`src/hw/rtl/vrot_pkg.sv`:
```
// Shared types, constants and rounding helper for the vector rotation core.
// No dependencies; used by every module under hw/rtl.
`default_nettype none

package vrot_pkg;

    localparam int ANGLE_W             = 12;
    localparam int ANGLE_BITS          = 12;
    localparam int QUARTER_TABLE_DEPTH = 1024;
    localparam int OP_W                = 2;
    localparam int COORD_W             = 32;
    localparam int SINE_W              = 17;
    localparam int TRIG_W              = SINE_W + 1;
    localparam int PROD_W              = COORD_W + TRIG_W;
    localparam int ROUND_SHIFT         = 15;
    localparam int SHIFTED_W           = PROD_W + 1 - ROUND_SHIFT;
    localparam int S_TDATA_W           = 112;
    localparam int M_TDATA_W           = 96;

    typedef enum logic [OP_W-1:0] {
        AXIS_X    = 2'd0,
        AXIS_Y    = 2'd1,
        AXIS_Z    = 2'd2,
        AXIS_PASS = 2'd3
    } t_axis_op;

    typedef struct packed {
        t_axis_op                   op;
        logic [1:0]                 quad;
        logic signed [COORD_W-1:0]  x;
        logic signed [COORD_W-1:0]  y;
        logic signed [COORD_W-1:0]  z;
    } t_stage_a;

    typedef struct packed {
        t_axis_op                   op;
        logic signed [COORD_W-1:0]  x;
        logic signed [COORD_W-1:0]  y;
        logic signed [COORD_W-1:0]  z;
        logic signed [PROD_W-1:0]   pa_c;
        logic signed [PROD_W-1:0]   pb_s;
        logic signed [PROD_W-1:0]   pa_s;
        logic signed [PROD_W-1:0]   pb_c;
    } t_stage_mul;

    typedef struct packed {
        t_axis_op                   op;
        logic signed [COORD_W-1:0]  x;
        logic signed [COORD_W-1:0]  y;
        logic signed [COORD_W-1:0]  z;
        logic                       clip;
    } t_stage_out;

    typedef struct packed {
        logic signed [COORD_W-1:0]  value;
        logic                       clip;
    } t_sat;

    // (pa +/- pb) >> 15, round half up, saturated to 32 bits
    function automatic t_sat mix_round(input logic signed [PROD_W-1:0] pa,
                                       input logic signed [PROD_W-1:0] pb,
                                       input logic                     sub);
        logic [PROD_W:0]    pa_ext;
        logic [PROD_W:0]    pb_ext;
        logic [PROD_W:0]    acc;
        logic [SHIFTED_W-1:0] r;
        t_sat               res;
        pa_ext = {pa[PROD_W-1], pa};
        pb_ext = {pb[PROD_W-1], pb};
        acc = (sub ? (pa_ext - pb_ext) : (pa_ext + pb_ext))
            + ((PROD_W + 1)'(1) << (ROUND_SHIFT - 1));
        r = acc[PROD_W:ROUND_SHIFT];
        if ((&r[SHIFTED_W-1:COORD_W-1]) || !(|r[SHIFTED_W-1:COORD_W-1])) begin
            res.value = r[COORD_W-1:0];
            res.clip  = 1'b0;
        end else begin
            res.value = r[SHIFTED_W-1] ? {1'b1, {(COORD_W-1){1'b0}}}
                                       : {1'b0, {(COORD_W-1){1'b1}}};
            res.clip  = 1'b1;
        end
        return res;
    endfunction

endpackage

`default_nettype wire

```
`src/hw/rtl/vrot_cell.sv`:
```
// One pipeline cell: holds a beat and hands it to the next cell when it can.
// Depends on vrot_pkg for the default width.
`default_nettype none

module vrot_cell #(
    parameter int WIDTH = $bits(vrot_pkg::t_stage_a)
) (
    input  wire logic             i_clk,
    input  wire logic             i_rst_n,
    input  wire logic             i_valid,
    output logic                  o_ready,
    input  wire logic [WIDTH-1:0] i_data,
    output logic                  o_valid,
    input  wire logic             i_ready,
    output logic [WIDTH-1:0]      o_data
);

    logic             r_valid;
    logic             n_valid;
    logic [WIDTH-1:0] r_data;
    logic             load;

    assign o_ready = !r_valid || i_ready;
    assign load    = i_valid && o_ready;
    assign o_valid = r_valid;
    assign o_data  = r_data;

    always_comb begin
        if (load) begin
            n_valid = 1'b1;
        end else if (i_ready) begin
            n_valid = 1'b0;
        end else begin
            n_valid = r_valid;
        end
    end

    always_ff @(posedge i_clk) begin
        if (!i_rst_n) begin
            r_valid <= 1'b0;
        end else begin
            r_valid <= n_valid;
        end
    end

    always_ff @(posedge i_clk) begin
        if (load) begin
            r_data <= i_data;
        end
    end

endmodule

`default_nettype wire

```
`config.mk`:
```
export PLATFORM = sky130hd
export DESIGN_NAME = vrot_cell
export DESIGN_NICKNAME = d
export VERILOG_FILES = /design/src/hw/rtl/vrot_pkg.sv /design/src/hw/rtl/vrot_cell.sv
export SDC_FILE = /design/constraint.sdc
export NUM_CORES = 1
export LEC_CHECK = 0
export BUFFER_PORTS_ARGS = -buffer_cell sky130_fd_sc_hd__buf_4
export CAP_MARGIN = 20
export CORE_MARGIN = 4
export CORE_UTILIZATION = 44
export DETAILED_ROUTE_END_ITERATION = 10
export MAX_ROUTING_LAYER = met4
export PLACE_DENSITY_LB_ADDON = 0.2
export SLEW_MARGIN = 10
export SYNTH_ARGS = -nofsm -noshare
export SYNTH_HDL_FRONTEND = slang
export SYNTH_SLANG_ARGS = --single-unit
```
`constraint.sdc`:
```
create_clock -name i_clk -period 3.85 [get_ports i_clk]
set_input_delay 0.385 -clock i_clk [delete_from_list [all_inputs] [get_ports i_clk]]
set_output_delay 0.385 -clock i_clk [all_outputs]
set_load 0.03 [all_outputs]
```
Word level (Yosys, flattened, before mapping)
Cells that the tools add are included.
{"block": "totals", "ff_bits": 101, "in_bits": 104, "out_inout_bits": 102}
{"block": "classes", "n_mux": 2, "reduce_logical": 4}
{"cell": "1-bit 2-to-1 mux", "n": 2}
{"cell": "2-bit nonzero test", "n": 1}
{"cell": "1-bit logical AND", "n": 1}
{"cell": "1-bit zero test", "n": 1}
{"cell": "1-bit logical OR", "n": 1}

Longest topological paths before layout
{"block": "depth", "depth_word": 4, "ltp_mapped": 2, "depth_no_buf": 2}

Worst setup path after synthesis
Ideal clock, no wire load.
{"block": "synth_path", "path_type": "register to register", "start": "register r_valid (netlist: o_valid)", "end": "register r_data[0] (netlist: o_data[0]), enable pin", "setup_time_ns": 0.389, "arrival_time_ns": 1.405, "slack_ns": 2.056, "path_stages_with_launch": 3, "path_buffers": 0, "synth_period_minus_slack_ns": 1.794, "path_cell_list": "dfxtp_1 nand2b_4 and2_4"}
{"block": "synth_between", "elab_chain_len": 3}
{"element": "start, declared", "line_no": "vrot_cell.sv:18", "source": "logic r_valid;"}
{"element": "start signal, assigned", "line_no": "vrot_cell.sv:42", "source": "r_valid <= n_valid;"}
{"element": "1-bit zero test", "line_no": "vrot_cell.sv:23", "source": "assign o_ready = !r_valid || i_ready;"}
{"element": "1-bit logical OR", "line_no": "vrot_cell.sv:23"}
{"element": "via o_ready", "line_no": "vrot_cell.sv:11", "source": "output logic o_ready,"}
{"element": "1-bit logical AND", "line_no": "vrot_cell.sv:24", "source": "assign load = i_valid && o_ready;"}
{"element": "via load", "line_no": "vrot_cell.sv:21", "source": "logic load;"}
{"element": "end signal, assigned", "line_no": "vrot_cell.sv:48", "source": "r_data <= i_data;"}
{"element": "end, declared", "line_no": "vrot_cell.sv:20", "source": "logic [WIDTH-1:0] r_data;"}
The timed path passes the listed nets, and every way through them passes these cells.
A chain may end at the register's enable or synchronous reset.

Final worst setup path
{"block": "layout_path", "start": "register r_valid (netlist: o_valid)", "end": "register r_data[16] (netlist: o_data[16]), enable pin"}
{"block": "layout_between", "elab_chain_len": 3}
{"element": "1-bit zero test", "line_no": "vrot_cell.sv:23"}
{"element": "1-bit logical OR", "line_no": "vrot_cell.sv:23"}
{"element": "1-bit logical AND", "line_no": "vrot_cell.sv:24"}
{"element": "via load", "line_no": "vrot_cell.sv:21"}
The timed path passes the listed nets, and every way through them passes these cells.

==> flow_summary.toml <==
[cells_and_area]
fin_util = 0.727
drive_gt1_frac = 0.685
fillers = 430
layout.area.seq_sq_um = 3020
multi_input_area_sq_um = 33.8
nNetsFinal = 426
antenna-diode-count = 0
area_delta_synth_final_pct = 61.4

[logic_synthesis]
synth_compound_area_frac = 0.00368
yosysSeqAreaShare = 0.988
ys.flop_type = "edfxtp_1"
synth_top_area_share = 0.981
netlist_area_sq_um = 3060
syn_inst = 105
synthXorXnorAreaFrac = 0
muxShareOfSynthArea = 0
synth_top_area_cell = "edfxtp_1"
synth-adder-area-share = 0
synth_top_family_by_area = "simple AND/OR/NAND/NOR gates"
synthArstFlopShare = 0
synth_edf_count = 100
ys_seq_elements = 101
yosys.area_share.simple = 0.00736
yosys-top-cells-area = "edfxtp_1 98%, dfxtp_1 0.65%, nand2b_4 0.45%"
yosysMostFrequentCell = "edfxtp_1"
synthesis.nets = 209
yosysWarningCount = 0
synthDistinctLibCells = 6
synth_area_per_cell_sq_um = 29.1

[worst_setup_path]
critical_path_peak_fanout = 54
slowest_delay_ps = 540
crit_path_end_kind = "flip-flop"
crit_chain = "nand2b_4 > and2_4 > buf_12"
crit_type = "flip-flop to flip-flop"
cp-start-kind = "flip-flop"
slowest_stage = "and2_4"
critPathArrivalTime_ps = 1710
crit_required_ps = 3870

[power_and_ir_drop]
p_leak_nw = 2.08
total_power_w = 0.00229
p_sw_frac = 0.237
p_seq_frac = 0.569
internal_power_w = 0.00175
powerDensity_nw_per_um2 = 463
power_frac_comb = 0.145
power.switching_w = 0.000542
p_clk_frac = 0.286
ir_drop_uv = 299

[placed_design]
gp_congestion = 0.724
preCtsSetupSlack_ps = 1980
dp_hpwl_mm = 5.44
numPortBuffers = 205

[clock_network]
cts-root-buf = "clkbuf_8"
clk_pin_slew_ps = 90
clk_path_buf_depth = 2
htreeDepth = 3
post_cts_buffers = 0
cts_tree = "yes"
post_cts_resized = 0
holdBufCountCts = 0
numClockSinks = 101
clk_latency_ps = 340
cts_buffers = 9

[detailed_routing]
wl_per_cell_microns = 16.4
vias = 1844
wl_mm = 6.95
drc = 0
first_pass_iters = 4
drtIter0Drc = 56
ant_nets = 0
vias_per_cell = 4.36

[floorplan]
core_area_sq_um = 6790
num_rows = 30
initial_core_util = 0.450
io_pins = 206
die_area_sq_um = 8350
die_y_microns = 91.4
die_width_microns = 91.4

[global_routing]
grt_usage = 0.171
overflow = 0
grt_pass1_wl_mm = 10.3
grt_pass1_vias = 2053
grt_max_degree = 55
antenna_found_initial = 0

[timing]
hold_viol_final = 0
worst_pin_slew_ps = 611
slew_headroom = 0.593
maxSlewViolCount = 0
setup_slack_ps = 2170
fin_tns_setup_ps = 0
finClkSkew_ps = 9.49
min_period_ps = 1680
rsz0062_at_grt = "no"
fmax_mhz = 594
setup_viol = 0
min_period_over_period = 0.437

[min_path]
hp-class = "input port to flip-flop"

[status]
status = "complete, no violations"

[run]
maxCapViolCount = 0
==> cell type report <==
| class | count | share of cell area |
|---|---|---|
| Clock inverter | 5 | 0.0122 |
| Inverter | 1 | 0.000760 |
| Sequential cell | 101 | 0.612 |
| Clock buffer | 11 | 0.0286 |
| Timing Repair Buffer | 206 | 0.316 |
| Tap cell | 96 | 0.0243 |
| Multi-Input combinational cell | 3 | 0.00684 |
==> layer usage <==
metal	track usage	vias to the layer above	wire length, microns
li1	-	853	-
met1	0.167	835	2290
met2	0.291	136	3620
met3	0.0655	20	811
met4	0.0955	0	235
met5	-	-	0
==> power groups by stage <==
stage / combinational [W] / sequential, W / clock (W)
floorplan: 0.0000228 / 0.00146 / 0
global placement: 0.000333 / 0.00132 / 0
detailed placement: 0.000337 / 0.00133 / 0
CTS: 0.000337 / 0.00130 / 0.000673
global route: 0.000349 / 0.00131 / 0.000720
finish: 0.000332 / 0.00130 / 0.000655
==> sequential cells by signal, indices dropped and copies added, names as in the netlist <==
register / flops
o_data: 100
o_valid: 1
==> through the flow <==
| stage | std cells | cell area, sq um | hold slack [ps] |
|---|---|---|---|
| floorplan | 105 | 3060 | 484 |
| global placement | 407 | 4740 | 490 |
| detailed placement | 407 | 4740 | 509 |
| CTS | 423 | 4940 | 189 |
| global route | 423 | 4940 | 182 |
| finish | 423 | 4940 | 208 |
==> path summary, 6_finish.rpt <==
path / start / end / slack (ps) / cells past startpoint
worst max register to register: o_valid / o_data[16] / 2170 / 3
worst max-delay path: o_valid / o_data[16] / 2170 / 3
worst min register to register: o_valid / o_valid / 520 / 2
worst min-delay path: i_data[44] / o_data[44] / 210 / 1
==> cell families (layout without fill, tap and decap cells) <==
family,count (synthesis),in the layout
AOI/OAI and AO/OA,1,1
DFF,101,101
buffers and inverters,1,223
and+or+nand+nor,2,2
==> placed cells by master (no fill, tap or decap) <==
cell        netlist  final
and2_4            1      1
nand2b_4          1      1
clkinvlp_4        0      4
inv_1             1      1
buf_4             0    205
clkbuf_1          0      1
bufinv_16         0      1
a21boi_2          1      1
dfxtp_1           1      1
buf_12            0      1
clkbuf_8          0     10
edfxtp_1        100    100
==> critical path: cells and delay by family (launching register included) <==
kind / cells / cell delay (ps)
DFF: 1 / 350
and+or+nand+nor: 2 / 630
buffers and inverters: 1 / 340
Power figures use the tool's default switching activity.
